`src/rtl/gps_pkg.sv`:
```
// Shared types and constants of the goal point sequencer.
`timescale 1ns / 1ps
`default_nettype none

package gps_pkg;

    localparam int MAX_POINTS_DEF = 64;

    localparam int SLOT_W     = 6;
    localparam int CNT_W      = 7;
    localparam int POS_W      = 32;
    localparam int RAD_W      = 24;
    localparam int R2_W       = 2 * RAD_W;
    localparam int HEAD_W     = 16;
    localparam int VEL_W      = 16;
    localparam int SPD_W      = 32;
    localparam int NEAR_W     = 24;
    localparam int SQ_W       = 2 * NEAR_W;
    localparam int CFG_IDX_W  = 1;
    localparam int CFG_DATA_W = 32;

    localparam int RES_DEPTH = 4;
    localparam int RES_PTR_W = 2;
    localparam int RES_CNT_W = 3;

    localparam logic [SPD_W-1:0] STOP_THR_RST = 32'd168;

    localparam logic [CFG_IDX_W-1:0] CFG_POINT_COUNT    = 1'b0;
    localparam logic [CFG_IDX_W-1:0] CFG_STOP_THRESHOLD = 1'b1;

    typedef enum logic [1:0] {
        OP_LOAD    = 2'd0,
        OP_TICK    = 2'd1,
        OP_VEL     = 2'd2,
        OP_RESTART = 2'd3
    } t_op;

    typedef enum logic [1:0] {
        KIND_VEL  = 2'd0,
        KIND_GOAL = 2'd1,
        KIND_DONE = 2'd2
    } t_kind;

    // One table entry; the radius is kept squared.
    typedef struct packed {
        logic signed [POS_W-1:0]  x;
        logic signed [POS_W-1:0]  y;
        logic [R2_W-1:0]          r2;
        logic signed [HEAD_W-1:0] w;
        logic signed [HEAD_W-1:0] z;
        logic                     hold_flag;
    } t_entry;

    // Slot and table activity decided by the commit stage this cycle.
    typedef struct packed {
        logic load;
        logic advance;
        logic restart;
    } t_move;

    typedef struct packed {
        logic            far;
        logic [SQ_W-1:0] dx2;
        logic [SQ_W-1:0] dy2;
        logic [R2_W-1:0] r2;
    } t_geo;

    typedef struct packed {
        t_op                     op;
        logic                    pose_valid;
        logic signed [VEL_W-1:0] lin;
        logic signed [VEL_W-1:0] ang;
        logic [SLOT_W-1:0]       eidx;
        t_entry                  ent;
        t_geo                    geo;
        logic [SPD_W-1:0]        lin_sq;
        logic [SPD_W-1:0]        ang_sq;
    } t_stage2;

    typedef struct packed {
        t_kind                    kind;
        logic signed [VEL_W-1:0]  lin;
        logic signed [VEL_W-1:0]  ang;
        logic signed [POS_W-1:0]  goal_x;
        logic signed [POS_W-1:0]  goal_y;
        logic signed [HEAD_W-1:0] goal_w;
        logic signed [HEAD_W-1:0] goal_z;
        logic [SLOT_W-1:0]        slot;
    } t_result;

endpackage

`default_nettype wire

```
`src/rtl/gps_result_fifo.sv`:
```
// Small result queue between the commit stage and the output channel.
`timescale 1ns / 1ps
`default_nettype none

module gps_result_fifo
    import gps_pkg::*;
(
    input  wire logic                  i_clk,
    input  wire logic                  i_rst_n,
    input  wire logic                  i_push,
    input  wire t_result               i_res,
    output logic                       o_valid,
    input  wire logic                  i_stall,
    output t_result                    o_res,
    output logic [RES_CNT_W-1:0]       o_count
);

    t_result               r_buf [RES_DEPTH];
    logic [RES_PTR_W-1:0]  r_wr_ptr;
    logic [RES_PTR_W-1:0]  r_rd_ptr;
    logic [RES_CNT_W-1:0]  r_cnt;
    logic                  pop;

    assign o_valid = r_cnt != '0;
    assign pop     = o_valid && !i_stall;
    assign o_res   = r_buf[r_rd_ptr];
    assign o_count = r_cnt;

    always_ff @(posedge i_clk) begin
        if (i_push) begin
            r_buf[r_wr_ptr] <= i_res;
        end
    end

    always_ff @(posedge i_clk) begin
        if (!i_rst_n) begin
            r_wr_ptr <= '0;
            r_rd_ptr <= '0;
            r_cnt    <= '0;
        end else begin
            if (i_push) begin
                r_wr_ptr <= r_wr_ptr + RES_PTR_W'(1);
            end
            if (pop) begin
                r_rd_ptr <= r_rd_ptr + RES_PTR_W'(1);
            end
            r_cnt <= r_cnt + RES_CNT_W'(i_push) - RES_CNT_W'(pop);
        end
    end

    // Input credit keeps a slot free for every beat still in the pipe.
    a_no_overflow: assert property (@(posedge i_clk) disable iff (!i_rst_n)
        i_push |-> (r_cnt < RES_CNT_W'(RES_DEPTH)))
        else $error("result pushed into a full queue");

endmodule

`default_nettype wire

```
`config.mk`:
```
export PLATFORM = sky130hd
export DESIGN_NAME = gps_result_fifo
export DESIGN_NICKNAME = d
export VERILOG_FILES = /design/src/rtl/gps_pkg.sv /design/src/rtl/gps_result_fifo.sv
export SDC_FILE = /design/constraint.sdc
export NUM_CORES = 1
export LEC_CHECK = 0
export BUFFER_PORTS_ARGS = -buffer_cell sky130_fd_sc_hd__buf_2
export CAP_MARGIN = 10
export CORE_MARGIN = 1.5
export CORE_UTILIZATION = 27
export CTS_BUF_LIST = sky130_fd_sc_hd__clkbuf_4
export CTS_CLUSTER_SIZE = 10
export DETAILED_ROUTE_END_ITERATION = 6
export PLACE_DENSITY = 0.52
export SYNTH_ARGS = -nofsm -noshare
export SYNTH_HDL_FRONTEND = slang
export SYNTH_SLANG_ARGS = --single-unit
```
`constraint.sdc`:
```
create_clock -name i_clk -period 13.5 [get_ports i_clk]
set_input_delay 2.025 -clock i_clk [delete_from_list [all_inputs] [get_ports i_clk]]
set_output_delay 2.025 -clock i_clk [all_outputs]
set_load 0.02 [all_outputs]
```
==> reports/summary.md <==
The path type of the worst min-delay path was flop to flop. The summed instance area of the synthesized netlist was 20000 sq um; the detailed-route vias per instance was 4.25. Row generation in the floorplan step produced 99 rows. For the number of antenna-violating nets in the routed design, the log shows 0. Hold is met by 474 ps.

The first global-routing pass estimated 62.8 mm of wire. The die covers 75900 sq um. The leakage power of the design was 8.17 nW. Dividing total power by cell area gives a power density of 170 nW/um^2.

The number of buffers and inverters on the critical path works out to 3. After layout, the worst path uses 43.9% of the clock period. Summing all multi-input logic gate instances after layout gives 3320 sq um. For this design, the CTS-stage hold fixing added 0 buffers. The synthesized area divided by synthesized cell count came out at 26.5 sq um. The tools report the number of nets produced by synthesis as 903. STA classifies the critical path endpoint as a primary output.

The tools report the wire length reported by the detailed router as 42.7 mm. The final count of negative-setup-slack endpoints was 0; the arrival time reported for the critical path endpoint was 3900 ps. The signal on the critical path passes through buf_4, buf_4, mux4_2, buf_2.

The congestion estimate from routability-driven global placement came to 0.671. The aggregate global routing overflow was 0; the highest fanout seen on the critical path was 46. The share of layout cells above drive strength 1 is 52.1%, and the number of resized instances in the post-cts repair step is 0.

The worst-case clock buffer depth is 3. The most numerous cell type found on the critical path is sky130_fd_sc_hd__buf_4. Layout overhead on the synthesized area: 21.6%. The run gives 1311 as the number of nets in the final layout. Timing would allow up to 0.169 GHz. For the final number of hold-violating endpoints, the log shows 0. The worst path needs 5920 ps of the cycle, external delays included. The sequential cells in the finished layout cover a total of 16500 sq um.

Headroom to the max-slew limit came out at 29.7%. The die is 275 um tall. The largest incremental delay on the critical path came out at 870 ps. The first detailed-routing pass ran for 4 iterations. The critical path required time is 11480 ps, and the per-cell routed wire length is 19.2 um.

Setup repair after global routing left no endpoint under its margin. The cell sitting at the root of the clock tree is a sky130_fd_sc_hd__clkbuf_4. Once placement completed, the tool counted placed cells totaling 1977. The worst hold path was traced through 2 stages.

Critical path class: flop to primary output. The number of global-route vias before repair was 10744. The final count of pins violating max slew came out at 0.

The initial antenna violation count is 8, and the TritonCTS buffer count is 144. Counting flops and latches in the post-synthesis netlist gives 553. Max-cap violations in this run came to 0. The depth of the critical timing path with buffers and inverters included works out to 4. The post-CTS clock slew at the launch and capture registers of the worst setup and hold paths is 60 ps, and the final routed DRC violation total is 0. The top-level port count came out at 280.

For the setup TNS, the log shows 0 ps. The buffer count from post-CTS setup fixing was 0. Sequential elements use 82.4% of the synthesized area. The clock reaches the later pin of the worst-skew pair after 900 ps.

Excluding fillers, the count of instances in the completed layout stands at 2223. For this block, the initial DRC count from the detailed router was 400. The core region is 73200 sq um. The number of different library cells used by synthesis comes to 23. The maximum clock skew at final layout is 57.7 ps, and the number of warnings issued by yosys is 0. Half-perimeter wire length of the detailed placement result: 24.6 mm. The detailed-route via count was 9443. The worst setup path is launched from a flop. The tools report the number of sinks handled by clock tree synthesis as 553. Across the VDD grid, the largest voltage drop is 0.0932 mV.

For the number of H-tree branching levels, the log shows 4. At the pin with the least slew margin, the transition time is 1050 ps. The flow ran to the end, and the final reports show no timing, DRC or antenna violations.

Counting every instance in the synthesized netlist gives 756. The number of filler cells placed in the layout was 6992; the path depth of the worst reg2reg path was 3. The slowest stage of the critical path belongs to the cell sky130_fd_sc_hd__buf_4. The critical path's top delay family is buffers and inverters.

The run gives 64 as the largest net degree at the start of global routing. For this configuration, the core starts out at a cell density of 27.4%. The x dimension of the die is 275 um, and the total global-route track usage is 11.4%. Buffers placed on the I/O ports in this run total 279.

TritonCTS built the clock tree.
## cell usage in the layout (no fill, tap or decap)
cell                         synthesis  layout
sky130_fd_sc_hd__clkinv_1            0      20
sky130_fd_sc_hd__buf_2              15     279
sky130_fd_sc_hd__and2_1              8       4
sky130_fd_sc_hd__clkinvlp_4          0       1
sky130_fd_sc_hd__edfxtp_1          544     544
sky130_fd_sc_hd__nor3_1              1       1
sky130_fd_sc_hd__dfxtp_1             9       7
sky130_fd_sc_hd__nor3b_1             1       1
sky130_fd_sc_hd__dfxtp_4             0       2
sky130_fd_sc_hd__inv_6               0       1
sky130_fd_sc_hd__nand2b_1            1       1
sky130_fd_sc_hd__fa_1                1       1
sky130_fd_sc_hd__bufinv_16           0       3
sky130_fd_sc_hd__clkinv_4            0       4
sky130_fd_sc_hd__nor2b_1             1       1
sky130_fd_sc_hd__inv_2               0       4
sky130_fd_sc_hd__diode_2             0       3
sky130_fd_sc_hd__mux2i_1             2       2
sky130_fd_sc_hd__or3_1               1       1
sky130_fd_sc_hd__nor2_1              1       1
sky130_fd_sc_hd__nand2_1             1       1
sky130_fd_sc_hd__clkbuf_4            0     210
sky130_fd_sc_hd__buf_4               3      13
sky130_fd_sc_hd__xnor2_1             2       2
sky130_fd_sc_hd__a21boi_0            2       2
sky130_fd_sc_hd__mux4_2            136     136
sky130_fd_sc_hd__xor2_1              1       1
sky130_fd_sc_hd__o21ai_0             1       1
sky130_fd_sc_hd__inv_1               7       7
sky130_fd_sc_hd__ha_1                6       6
sky130_fd_sc_hd__and2_4              0       4
## layer usage
layer / wire (um) / GRT usage [%] / vias up
li1: - / - / 4187
met1: 16800 / 12.6 / 4860
met2: 21600 / 18.9 / 302
met3: 3420 / 5.18 / 82
met4: 826 / 4.63 / 12
met5: 76 / 0 / -
## final cells by class
cell class | count | share of cell area [%]
inverters | 7 | 0.108
flip-flops and latches | 553 | 67.8
clock buffers | 210 | 6.47
multi-input cells | 166 | 13.6
diodes | 3 | 0.0308
clock inverters | 33 | 0.949
repair buffers | 292 | 6.13
well taps | 959 | 4.92
## cells by family after synthesis
| group | synth area share, % |
|---|---|
| DFF | 82.4 |
| muxes | 15.4 |
| buffers and inverters | 1.07 |
| and+or+nand+nor | 0.443 |
| adders and majority gates | 0.474 |
| AOI/OAI and AO/OA | 0.0998 |
| xor gates and xnor gates | 0.131 |
## tightest hold or removal path, stage by stage, from the launching register on
cell and delay, ps:
sky130_fd_sc_hd__dfxtp_1 310, sky130_fd_sc_hd__nand2_1 50, sky130_fd_sc_hd__mux2i_1 70
## worst paths after layout
check	start	to	slack, ps
max reg2reg	r_wr_ptr[0]$_SDFFE_PN0P_	r_buf[1][107]$_DFFE_PP_	11040
min	r_rd_ptr[1]$_SDFFE_PN0P_	flop	470
min reg2reg	r_rd_ptr[1]$_SDFFE_PN0P_	flop	470
max	flop	o_res[1]	7580
## power breakdown
group          internal, mW  switching (mW)
registers              1.98          0.0304
clock network         0.767           0.647
logic                 0.301           0.426
total                  3.05            1.10
## cells in the mapped netlist, drive strengths merged
cell type	n	share of area (%)
nor3b	1	0.037
edfxtp	544	82
a21boi	2	0.075
xnor2	2	0.087
nor3	1	0.025
nand2	1	0.019
nand2b	1	0.031
inv	7	0.13
and2	8	0.25
o21ai	1	0.025
dfxtp	9	0.90
buf	24	0.82
clkbuf	6	0.11
xor2	1	0.044
fa	1	0.10
ha	6	0.37
mux2i	2	0.10
nor2b	1	0.031
or3	1	0.031
mux4	136	15
nor2	1	0.019
## stage by stage
step	power, mW	worst slack [ps]	util (%)	instance area [sq um]
after floorplan	2.56	7850	-	20000
after global placement	2.79	8330	30.8	22600
after detailed placement	2.80	8290	30.8	22600
after CTS	4.25	7180	33.3	24400
after global routing	4.37	7050	33.3	24400
final	4.15	7580	33.3	24400
## flip-flops by register name, summed over array words and instances, names as in the netlist, named ones only
register and flops:
o_count 3, r_rd_ptr 2, r_wr_ptr 2, r_buf 544
(Power assumes the default switching activity.)
