===== config.mk =====
export PLATFORM = sky130hd
export DESIGN_NAME = gps_seq
export DESIGN_NICKNAME = d
export VERILOG_FILES = /design/src/rtl/gps_pkg.sv /design/src/rtl/gps_seq.sv
export SDC_FILE = /design/constraint.sdc
export NUM_CORES = 1
export LEC_CHECK = 0
export BUFFER_PORTS_ARGS = -buffer_cell sky130_fd_sc_hd__buf_2
export CAP_MARGIN = 20
export CORE_AREA = 8 8 454 456
export DETAILED_ROUTE_END_ITERATION = 7
export DIE_AREA = 0 0 462 464
export SETUP_SLACK_MARGIN = 0.1
export SLEW_MARGIN = 20
export SYNTH_ARGS = -nofsm -noshare
export SYNTH_HDL_FRONTEND = slang
export SYNTH_SLANG_ARGS = --single-unit

===== constraint.sdc =====
create_clock -name i_clk -period 34.3 [get_ports i_clk]
set_clock_uncertainty 0.2 [all_clocks]
set_input_delay 10.29 -clock i_clk [delete_from_list [all_inputs] [get_ports i_clk]]
set_output_delay 10.29 -clock i_clk [all_outputs]
set_load 0.03 [all_outputs]

===== src/rtl/gps_pkg.sv =====
// Shared types and constants of the goal point sequencer.
`timescale 1ns / 1ps
`default_nettype none

package gps_pkg;

    localparam int MAX_POINTS_DEF = 64;

    localparam int SLOT_W     = 6;
    localparam int CNT_W      = 7;
    localparam int POS_W      = 32;
    localparam int RAD_W      = 24;
    localparam int R2_W       = 2 * RAD_W;
    localparam int HEAD_W     = 16;
    localparam int VEL_W      = 16;
    localparam int SPD_W      = 32;
    localparam int NEAR_W     = 24;
    localparam int SQ_W       = 2 * NEAR_W;
    localparam int CFG_IDX_W  = 1;
    localparam int CFG_DATA_W = 32;

    localparam int RES_DEPTH = 4;
    localparam int RES_PTR_W = 2;
    localparam int RES_CNT_W = 3;

    localparam logic [SPD_W-1:0] STOP_THR_RST = 32'd168;

    localparam logic [CFG_IDX_W-1:0] CFG_POINT_COUNT    = 1'b0;
    localparam logic [CFG_IDX_W-1:0] CFG_STOP_THRESHOLD = 1'b1;

    typedef enum logic [1:0] {
        OP_LOAD    = 2'd0,
        OP_TICK    = 2'd1,
        OP_VEL     = 2'd2,
        OP_RESTART = 2'd3
    } t_op;

    typedef enum logic [1:0] {
        KIND_VEL  = 2'd0,
        KIND_GOAL = 2'd1,
        KIND_DONE = 2'd2
    } t_kind;

    // One table entry; the radius is kept squared.
    typedef struct packed {
        logic signed [POS_W-1:0]  x;
        logic signed [POS_W-1:0]  y;
        logic [R2_W-1:0]          r2;
        logic signed [HEAD_W-1:0] w;
        logic signed [HEAD_W-1:0] z;
        logic                     hold_flag;
    } t_entry;

    // Slot and table activity decided by the commit stage this cycle.
    typedef struct packed {
        logic load;
        logic advance;
        logic restart;
    } t_move;

    typedef struct packed {
        logic            far;
        logic [SQ_W-1:0] dx2;
        logic [SQ_W-1:0] dy2;
        logic [R2_W-1:0] r2;
    } t_geo;

    typedef struct packed {
        t_op                     op;
        logic                    pose_valid;
        logic signed [VEL_W-1:0] lin;
        logic signed [VEL_W-1:0] ang;
        logic [SLOT_W-1:0]       eidx;
        t_entry                  ent;
        t_geo                    geo;
        logic [SPD_W-1:0]        lin_sq;
        logic [SPD_W-1:0]        ang_sq;
    } t_stage2;

    typedef struct packed {
        t_kind                    kind;
        logic signed [VEL_W-1:0]  lin;
        logic signed [VEL_W-1:0]  ang;
        logic signed [POS_W-1:0]  goal_x;
        logic signed [POS_W-1:0]  goal_y;
        logic signed [HEAD_W-1:0] goal_w;
        logic signed [HEAD_W-1:0] goal_z;
        logic [SLOT_W-1:0]        slot;
    } t_result;

endpackage

`default_nettype wire


===== src/rtl/gps_seq.sv =====
// Commit stage: route state, configuration registers and result forming.
`timescale 1ns / 1ps
`default_nettype none

module gps_seq
    import gps_pkg::*;
#(
    parameter int MAX_POINTS = MAX_POINTS_DEF,
    localparam int AW = (MAX_POINTS > 1) ? $clog2(MAX_POINTS) : 1
) (
    input  wire logic                  i_clk,
    input  wire logic                  i_rst_n,
    input  wire logic                  i_cfg_we,
    input  wire logic [CFG_IDX_W-1:0]  i_cfg_index,
    input  wire logic [CFG_DATA_W-1:0] i_cfg_data,
    input  wire logic                  i_s2_valid,
    input  wire t_stage2               i_s2,
    input  wire t_entry                i_cur,
    input  wire t_entry                i_nxt,
    input  wire t_entry                i_e0,
    output t_move                      o_mv,
    output logic [AW-1:0]              o_wr_addr,
    output t_entry                     o_wr_data,
    output logic [AW-1:0]              o_cur_addr,
    output logic [AW-1:0]              o_rd_addr,
    output logic                       o_push,
    output t_result                    o_res
);

    logic [SLOT_W-1:0] r_slot;
    logic [SLOT_W-1:0] n_slot;
    logic              r_holding;
    logic              n_holding;
    logic              r_finished;
    logic              n_finished;
    logic [SPD_W-1:0]  r_speed;
    logic [SPD_W-1:0]  n_speed;
    logic [CNT_W-1:0]  r_count;
    logic [SPD_W-1:0]  r_thr;

    logic [CNT_W-1:0]  cnt_eff;
    logic [SQ_W:0]     dist_sq;
    logic              inside_area;
    logic [SLOT_W-1:0] slot_inc;
    logic [SLOT_W-1:0] rd_slot;
    logic              more_points;
    logic [SPD_W-1:0]  speed_sum;

    function automatic logic [AW-1:0] f_addr(input logic [SLOT_W-1:0] s);
        logic [AW+SLOT_W-1:0] wide;
        wide = {{AW{1'b0}}, s};
        return wide[AW-1:0];
    endfunction

    function automatic t_result f_goal(input t_entry e, input logic [SLOT_W-1:0] s);
        t_result r;
        r        = '0;
        r.kind   = KIND_GOAL;
        r.goal_x = e.x;
        r.goal_y = e.y;
        r.goal_w = e.w;
        r.goal_z = e.z;
        r.slot   = s;
        return r;
    endfunction

    assign cnt_eff     = (int'(r_count) > MAX_POINTS) ? CNT_W'(MAX_POINTS) : r_count;
    assign dist_sq     = {1'b0, i_s2.geo.dx2} + {1'b0, i_s2.geo.dy2};
    assign inside_area = !i_s2.geo.far && (dist_sq < {1'b0, i_s2.geo.r2});
    assign slot_inc    = r_slot + SLOT_W'(1);
    assign more_points = ({1'b0, r_slot} + CNT_W'(1)) < cnt_eff;
    assign speed_sum   = i_s2.lin_sq + i_s2.ang_sq;

    always_comb begin
        n_slot     = r_slot;
        n_holding  = r_holding;
        n_finished = r_finished;
        n_speed    = r_speed;
        o_mv       = '0;
        o_push     = 1'b0;
        o_res      = '0;
        if (i_s2_valid) begin
            unique case (i_s2.op)
                OP_LOAD: begin
                    o_mv.load = int'(i_s2.eidx) < MAX_POINTS;
                end
                OP_VEL: begin
                    o_push     = 1'b1;
                    o_res.kind = KIND_VEL;
                    o_res.lin  = r_holding ? '0 : i_s2.lin;
                    o_res.ang  = r_holding ? '0 : i_s2.ang;
                    n_speed    = r_holding ? '0 : speed_sum;
                end
                OP_RESTART: begin
                    n_holding    = 1'b0;
                    n_finished   = 1'b0;
                    n_slot       = '0;
                    o_mv.restart = 1'b1;
                    if (cnt_eff != '0) begin
                        o_push = 1'b1;
                        o_res  = f_goal(i_e0, '0);
                    end
                end
                OP_TICK: begin
                    if (!r_finished && (cnt_eff != '0) && i_s2.pose_valid) begin
                        if (!inside_area) begin
                            // stopped short of the point: send the goal again
                            if ((r_speed < r_thr) && !r_holding) begin
                                o_push = 1'b1;
                                o_res  = f_goal(i_cur, r_slot);
                            end
                        end else if (more_points) begin
                            n_holding    = i_cur.hold_flag;
                            n_slot       = slot_inc;
                            o_mv.advance = 1'b1;
                            o_push       = 1'b1;
                            o_res        = f_goal(i_nxt, slot_inc);
                        end else begin
                            n_finished = 1'b1;
                            o_push     = 1'b1;
                            o_res.kind = KIND_DONE;
                        end
                    end
                end
            endcase
        end
    end

    // Prefetch the entry after the slot that holds from the next cycle on.
    assign rd_slot    = n_slot + SLOT_W'(1);
    assign o_rd_addr  = (int'(rd_slot) < MAX_POINTS) ? f_addr(rd_slot) : '0;
    assign o_cur_addr = f_addr(r_slot);
    assign o_wr_addr  = f_addr(i_s2.eidx);
    assign o_wr_data  = i_s2.ent;

    always_ff @(posedge i_clk) begin
        if (!i_rst_n) begin
            r_slot     <= '0;
            r_holding  <= 1'b0;
            r_finished <= 1'b0;
            r_speed    <= '0;
        end else begin
            r_slot     <= n_slot;
            r_holding  <= n_holding;
            r_finished <= n_finished;
            r_speed    <= n_speed;
        end
    end

    always_ff @(posedge i_clk) begin
        if (!i_rst_n) begin
            r_count <= '0;
            r_thr   <= STOP_THR_RST;
        end else if (i_cfg_we) begin
            unique case (i_cfg_index)
                CFG_POINT_COUNT:    r_count <= i_cfg_data[CNT_W-1:0];
                CFG_STOP_THRESHOLD: r_thr   <= i_cfg_data[SPD_W-1:0];
            endcase
        end
    end

    a_finished_quiet: assert property (@(posedge i_clk) disable iff (!i_rst_n)
        (i_s2_valid && (i_s2.op == OP_TICK) && r_finished) |-> !o_push)
        else $error("tick produced a result after the route was finished");

    a_hold_zero: assert property (@(posedge i_clk) disable iff (!i_rst_n)
        (i_s2_valid && (i_s2.op == OP_VEL) && r_holding)
            |-> (o_push && (o_res.lin == '0) && (o_res.ang == '0)))
        else $error("velocity passed while holding");

    a_advance_goal: assert property (@(posedge i_clk) disable iff (!i_rst_n)
        o_mv.advance |=> (r_slot == $past(slot_inc)) && !r_finished)
        else $error("advance did not move to the following slot");

endmodule

`default_nettype wire


==> qor.csv, run 1 <==
stage;metric;value;unit
cells_and_area;Layout area overhead;49.29;%
run;Max Cap Viol;0;
yosys;main combinational cell family by area after synthesis;compound AO/OA/AOI/OAI gates;
yosys;synth unique cells;75;
power;Pleak;8.578;nW
floorplanning;Initial Util;0.06162;
sta;relative slew slack;0.3867;
clock_network;clk sinks;79;
clock_network;CTS clk-pin slew, worst paths;0.06;ns
critical_path;RR Endpoint;o_cur_addr[3];
sta;Tightest Pin Transition;0.9181;ns
critical_path;CP Launch Point;i_s2[112];
clock_network;Worst-Skew Late Latency;0.34;ns
power;PD cells;23.12;nW/µm²
critical_path;reg2reg setup slack;30.11;ns
grt;GRT overflow;0;
grt;all-layer global routing usage;0.1139;
clock_network;CTS tree;built;
sta;Final min period;29.82;ns
place;dpl hpwl;121500;µm
place;Place WS;4.064;ns
critical_path;CP Capture Point;o_res[94];
routing;WL final;129900;µm
sta;Max Transition Viols Final;0;
routing;DRC;0;
grt;largest net degree at the start of global routing;74;
clock_network;cts hold-fix bufs;0;
cells_and_area;ratio of cells with drive above 1 in the final layout;0.3470;
clock_network;clk root buf;clkbuf_16;
floorplanning;Site Rows;164;
clock_network;Post-CTS Setup Repair Bufs;0;
critical_path;reg2reg start;o_cur_addr[0];
yosys;mux share of post-synthesis cell area;0.006543;
yosys;Avg Cell Area, Syn;7.153;µm²
yosys;EDFF count, synth;0;
cells_and_area;Layout Cells excl Fill;4926;
yosys;Mapped Cells;1711;
critical_path;CP arrival;19.33;ns
clock_network;Max H-tree Level;3;
place;RePlAce Congestion;0.8814;
yosys;Post-Syn Area;12240;µm²
yosys;top_reg_cell synth;dfxtp_1;
grt;first-pass GRT wire length;157500;µm
yosys;sequential fraction of the synthesis area;0.1292;
critical_path;Crit path largest cell delay;0.75;ns
critical_path;startpoint types;input port;
floorplanning;full die area;214400;µm²
yosys;Synth Area in Simple Gates;0.2252;
clock_network;Post-CTS Resized;0;
clock_network;Longest Clk Path Bufs;2;
power;VDD IR-drop max;17.38;µV
routing;Via Count;14951;
cells_and_area;final net count;3273;
floorplanning;Core Area;198600;µm²
yosys;compound-cell area share of the yosys netlist;0.2642;
yosys;Syn Nets;2746;
outcome;status;finished clean;
place;Cells after DPL;4883;
sta;Fin. Hold Viols;0;
yosys;adder-cell area share of the yosys netlist;0.1730;
yosys;Ys Warns;0;
grt;initial antenna violation count;172;
place;port buffer count;721;
critical_path;Register-to-Register Path Depth;12;
cells_and_area;final design utilization;0.09199;
sta;fin crit share;0.8695;
sta;Fin Hold WS;0.2635;ns
critical_path;WS Path Type;in -> out;
routing;initial detailed-routing violation count;1008;
sta;fmax;33.53;MHz
critical_path;Slowest cell on crit path;buf_4;
worst_hold_path;worst min path class;reg -> reg;
routing;Routed WL per cell;26.37;µm
sta;Final setup viols;0;
sta;post-route setup slack;4.477;ns
critical_path;crit-path max FO;55;
critical_path;required time worst endpoint;23.81;ns
clock_network;cts bufs inserted;9;
yosys;Synth async-reset ratio;0;
yosys;Post-Synth XOR/XNOR Area;0.05582;
grt;vias in the first global route;14016;
critical_path;Critical Path Sink Type;primary output;
floorplanning;die span in x;462;µm
yosys;FF+latch count, synth;79;
floorplanning;# IOs;1170;
routing;Antenna Violating Nets Remaining;0;
sta;post-route setup TNS;0;ns
routing;via/cell ratio;3.035;
routing;Initial DRT Pass Iterations;6;
sta;RSZ-0062 raised after global routing;no;
floorplanning;Die Y;464;µm
[cells in the final DEF (no fill, tap or decap), drive strengths merged, types with 3 or more instances in the layout]
| cell | n |
|---|---|
| o31ai | 7 |
| diode | 28 |
| nand2b | 12 |
| or3 | 9 |
| a21boi | 36 |
| nand2 | 323 |
| xnor2 | 55 |
| o41ai | 3 |
| nor3 | 24 |
| nor3b | 5 |
| or2 | 8 |
| a31oi | 9 |
| clkbuf | 10 |
| nor2 | 69 |
| a221oi | 5 |
| a22oi | 115 |
| mux2i | 8 |
| nand4 | 22 |
| nand3 | 16 |
| a21o | 75 |
| dfxtp | 79 |
| nor2b | 47 |
| inv | 102 |
| ha | 166 |
| o21a | 15 |
| xor2 | 23 |
| or4 | 4 |
| a211oi | 6 |
| and3 | 7 |
| buf | 734 |
| o21bai | 13 |
| and2 | 39 |
| o211a | 4 |
| nor4 | 8 |
| o311ai | 4 |
| a21oi | 86 |
| o211ai | 13 |
| clkinv | 3 |
| o21ai | 46 |
[registers in the layout, indices dropped and copies added (netlist names)]
register and count:
r_speed 32, r_thr 32, r_count 7, o_cur_addr 6, r_finished 1, r_holding 1
[metal layers]
| metal | up-vias | GRT usage | routed length (µm) |
|---|---|---|---|
| li1 | 6943 | - | - |
| met5 | - | 0 | 588 |
| met2 | 1077 | 0.1883 | 58290 |
| met1 | 6459 | 0.09578 | 37080 |
| met3 | 382 | 0.1179 | 29730 |
| met4 | 90 | 0.02396 | 4219 |
[report_power, final]
| part | internal [mW] | switching, mW |
|---|---|---|
| logic | 0.0913 | 0.136 |
| registers | 0.0959 | 0.00253 |
| clock network | 0.0581 | 0.0387 |
[kinds of logic (layout without fill, tap and decap cells)]
kind of cell	count (synthesis)	after routing
and+or+nand+nor	596	596
other	0	28
buffers and inverters	319	850
muxes	8	8
adders and majority gates	168	168
xor gates and xnor gates	78	78
AOI/OAI and AO/OA	463	463
DFF	79	79
[synth_stat cells, types with 3 or more instances]
library cell  count  share of area
or4_1             3         0.0018
xnor2_1          55          0.039
nand2b_1         12         0.0061
o41ai_1           3         0.0021
o21bai_1         13         0.0080
o21ai_0          40          0.016
a21o_1           75          0.046
nor4_1            7         0.0036
inv_1            99          0.030
and2_1           39          0.020
mux2i_1           8         0.0065
o21ai_1           5         0.0020
nor2b_1          47          0.024
clkbuf_1         51          0.016
a21boi_0         36          0.022
nor2_1           68          0.021
buf_1             3        0.00092
ha_1            166           0.17
and3_1            5         0.0026
or3_1             9         0.0046
xor2_1           23          0.016
nor3b_1           3         0.0018
nor3_1           24         0.0098
nand2_1         323          0.099
dfxtp_1          79           0.13
o211ai_1         13         0.0080
a22oi_1         115          0.071
buf_4           154          0.094
a21oi_1          86          0.035
nand3_1          16         0.0065
a31oi_1           9         0.0046
o211a_1           4         0.0033
a221oi_1          4         0.0029
or2_2             7         0.0036
a211oi_1          6         0.0037
buf_2            10         0.0041
nand4_1          22          0.011
o31ai_1           7         0.0043
o311ai_0          3         0.0021
o21a_1           15         0.0092
[how the worst min path moves through the flow]
| stage | start | end | slack [ns] | cells after the start |
|---|---|---|---|---|
| floorplan | r_speed[14] | r_speed[14] | 0.23 | 2 |
| global placement | r_thr[9] | r_thr[9] | 0.25 | 2 |
| detailed placement | r_thr[11] | r_thr[11] | 0.26 | 2 |
| CTS | r_thr[11] | r_thr[11] | 0.27 | 2 |
| global route | r_thr[13] | r_thr[13] | 0.29 | 2 |
| finish | r_thr[11] | r_thr[11] | 0.26 | 2 |
[per-stage QoR]
stage / cell area, µm² / power, mW
after floorplan: 12240 / 0.2614
after global placement: 17900 / 0.3312
after detailed placement: 17900 / 0.3331
after CTS: 18190 / 0.4311
after global routing: 18230 / 0.4577
final: 18270 / 0.4225
[area by class of cell]
| cell class | count | area, µm² |
|---|---|---|
| well taps | 2656 | 3323 |
| flip-flops and latches | 79 | 1582 |
| diodes | 28 | 70.07 |
| inverters | 101 | 379.1 |
| fillers | 23522 | 180400 |
| clock buffers | 10 | 239.0 |
| multi-input cells | 1313 | 8916 |
| repair buffers | 734 | 3706 |
| clock inverters | 5 | 57.56 |
[worst max-delay path, delay by kind of cell]
kind                       cells  cell delay (ns)
buffers and inverters          4             1.82
and+or+nand+nor                9             2.53
AOI/OAI and AO/OA             11             3.51
adders and majority gates      3             0.95
Power figures use the tool's default switching activity.
==> run 2: changes to the inputs <==
Settings changed: CORE_AREA 8 8 454 456 to 8 8 445 447, DIE_AREA 0 0 462 464 to 0 0 453 455.
Clock period 34.3 ns to 29.4 ns, I/O delays scaled along.
==> run 2 against run 1 <==
  * Die area shrank 3.8%
  * Power grew 22%
  * Design area shrank 0.42%
  * Sequential share of layout area is essentially flat
  * Critical path type unchanged
  * Largest cell class unchanged
  * Sequential cell count is the same
  * Largest power group unchanged
==> qor.csv, run 2 (synthesized netlist as in run 1, its figures left out) <==
stage;metric;value;unit
sta;Tightest Pin Transition;1.015;ns
routing;via/cell ratio;3.191;
clock_network;cts hold-fix bufs;0;
critical_path;WS Path Type;in -> out;
sta;Fin Hold WS;0.2696;ns
cells_and_area;final net count;3274;
place;RePlAce Congestion;0.8797;
routing;Routed WL per cell;26.22;µm
clock_network;CTS tree;built;
routing;Via Count;15365;
sta;post-route setup TNS;0;ns
power;Pleak;8.585;nW
clock_network;Post-CTS Setup Repair Bufs;0;
routing;WL final;126200;µm
grt;largest net degree at the start of global routing;97;
floorplanning;Site Rows;161;
grt;first-pass GRT wire length;154900;µm
clock_network;Longest Clk Path Bufs;2;
clock_network;clk root buf;clkbuf_16;
cells_and_area;Final Cell Area;18200;µm²
routing;Top Layer Used;met5;
floorplanning;Die Y;455;µm
routing;WL met1;40170;µm
clock_network;CTS clk-pin slew, worst paths;0.06;ns
place;dpl hpwl;117400;µm
cells_and_area;Layout Cells excl Fill;4815;
critical_path;CP arrival;17.27;ns
routing;DRC;0;
power;VDD IR-drop max;28.15;µV
routing;Routed met3 length;23430;µm
sta;Final setup viols;0;
cells_and_area;Largest regs;r_speed x32, r_thr x32, r_count x7;
sta;relative slew slack;0.3237;
grt;vias in the first global route;14808;
sta;RSZ-0062 raised after global routing;no;
clock_network;Max H-tree Level;3;
floorplanning;Initial Util;0.06402;
place;port buffer count;721;
sta;Fin. Hold Viols;0;
critical_path;reg2reg setup slack;25.13;ns
sta;Final min period;26.29;ns
cells_and_area;most frequent cells in the layout;buf_2 (721), nand2_1 (323), ha_1 (166), a22oi_1 (115), inv_1 (99);
critical_path;Worst Path Buf+Inv;3;
floorplanning;# IOs;1170;
clock_network;clk sinks;79;
grt;initial antenna violation count;117;
clock_network;Post-CTS Resized;0;
critical_path;Crit path max-delay family;compound AO/OA/AOI/OAI gates;
routing;met2 routed WL;58260;µm
run;Max Cap Viol;0;
critical_path;Critical Path Sink Type;primary output;
grt;all-layer global routing usage;0.1148;
cells_and_area;ratio of cells with drive above 1 in the final layout;0.3471;
critical_path;required time worst endpoint;20.38;ns
place;DP Area;17760;µm²
clock_network;Worst-Skew Late Latency;0.37;ns
clock_network;cts bufs inserted;9;
floorplanning;Core Area;191200;µm²
critical_path;Slowest cell on crit path;o21bai_1;
routing;initial detailed-routing violation count;1156;
cells_and_area;Layout area overhead;48.67;%
critical_path;startpoint types;input port;
critical_path;crit-path max FO;96;
grt;GRT overflow;0;
cells_and_area;commonest non-fill, non-tap cell in the layout;buf_2;
sta;Max Transition Viols Final;0;
routing;Antenna Violating Nets Remaining;0;
place;Cells after DPL;4754;
sta;fmax;38.04;MHz
worst_hold_path;worst min path class;reg -> reg;
power;PD cells;28.41;nW/µm²
sta;fin crit share;0.8942;
outcome;status;finished clean;
floorplanning;die span in x;453;µm
critical_path;Crit path largest cell delay;0.72;ns
routing;Initial DRT Pass Iterations;6;
floorplanning;full die area;206100;µm²
==> run 2: cell types whose count changed in the layout (fill, tap and decap cells not counted), sizes merged <==
| cell | change |
|---|---|
| buf | +1 |
| bufinv | +1 |
| clkinv | -1 |
| clkinvlp | +1 |
| diode | +17 |
==> run 2: layout make-up <==
cell class / instances / area, µm²
fillers: 22385 / 173000
multi-input cells: 1313 / 8914
repair buffers: 735 / 3726
well taps: 2526 / 3161
flip-flops and latches: 79 / 1582
inverters: 101 / 379.1
clock buffers: 10 / 229.0
diodes: 45 / 112.6
clock inverters: 6 / 93.84
==> run 2: final timing paths <==
kind	from	to	depth (start not counted)
worst min-delay path	r_thr[9]	r_thr[9]	2
worst max register to register	o_cur_addr[0]	o_cur_addr[4]	13
worst min register to register	r_thr[9]	r_thr[9]	2
worst max-delay path	i_s2[112]	o_res[86]	26
==> run 2: worst min-delay path: stages, from the launching register on <==
cell and delay (ns):
dfxtp_1 0.31, nand2_1 0.05, a21boi_0 0.06
==> run 2: where the power goes <==
part / total, mW / switching, mW / internal (mW)
clock network: 0.128 / 0.0534 / 0.0751
registers: 0.115 / 0.00290 / 0.112
logic: 0.274 / 0.166 / 0.108
==> run 2: routing by layer <==
layer	track usage	vias up
li1	-	6953
met1	0.1081	7107
met2	0.1888	989
met3	0.09649	238
met4	0.02917	78
met5	0.01562	-
==> run 2: stage by stage <==
step / power, mW / worst slack, ns / util
after floorplan: 0.3049 / 6.010 / -
after global placement: 0.3906 / 3.020 / 0.09291
after detailed placement: 0.3947 / 2.914 / 0.09291
after CTS: 0.5262 / 2.905 / 0.09459
after global routing: 0.5532 / 2.641 / 0.09496
final: 0.5170 / 3.112 / 0.09518
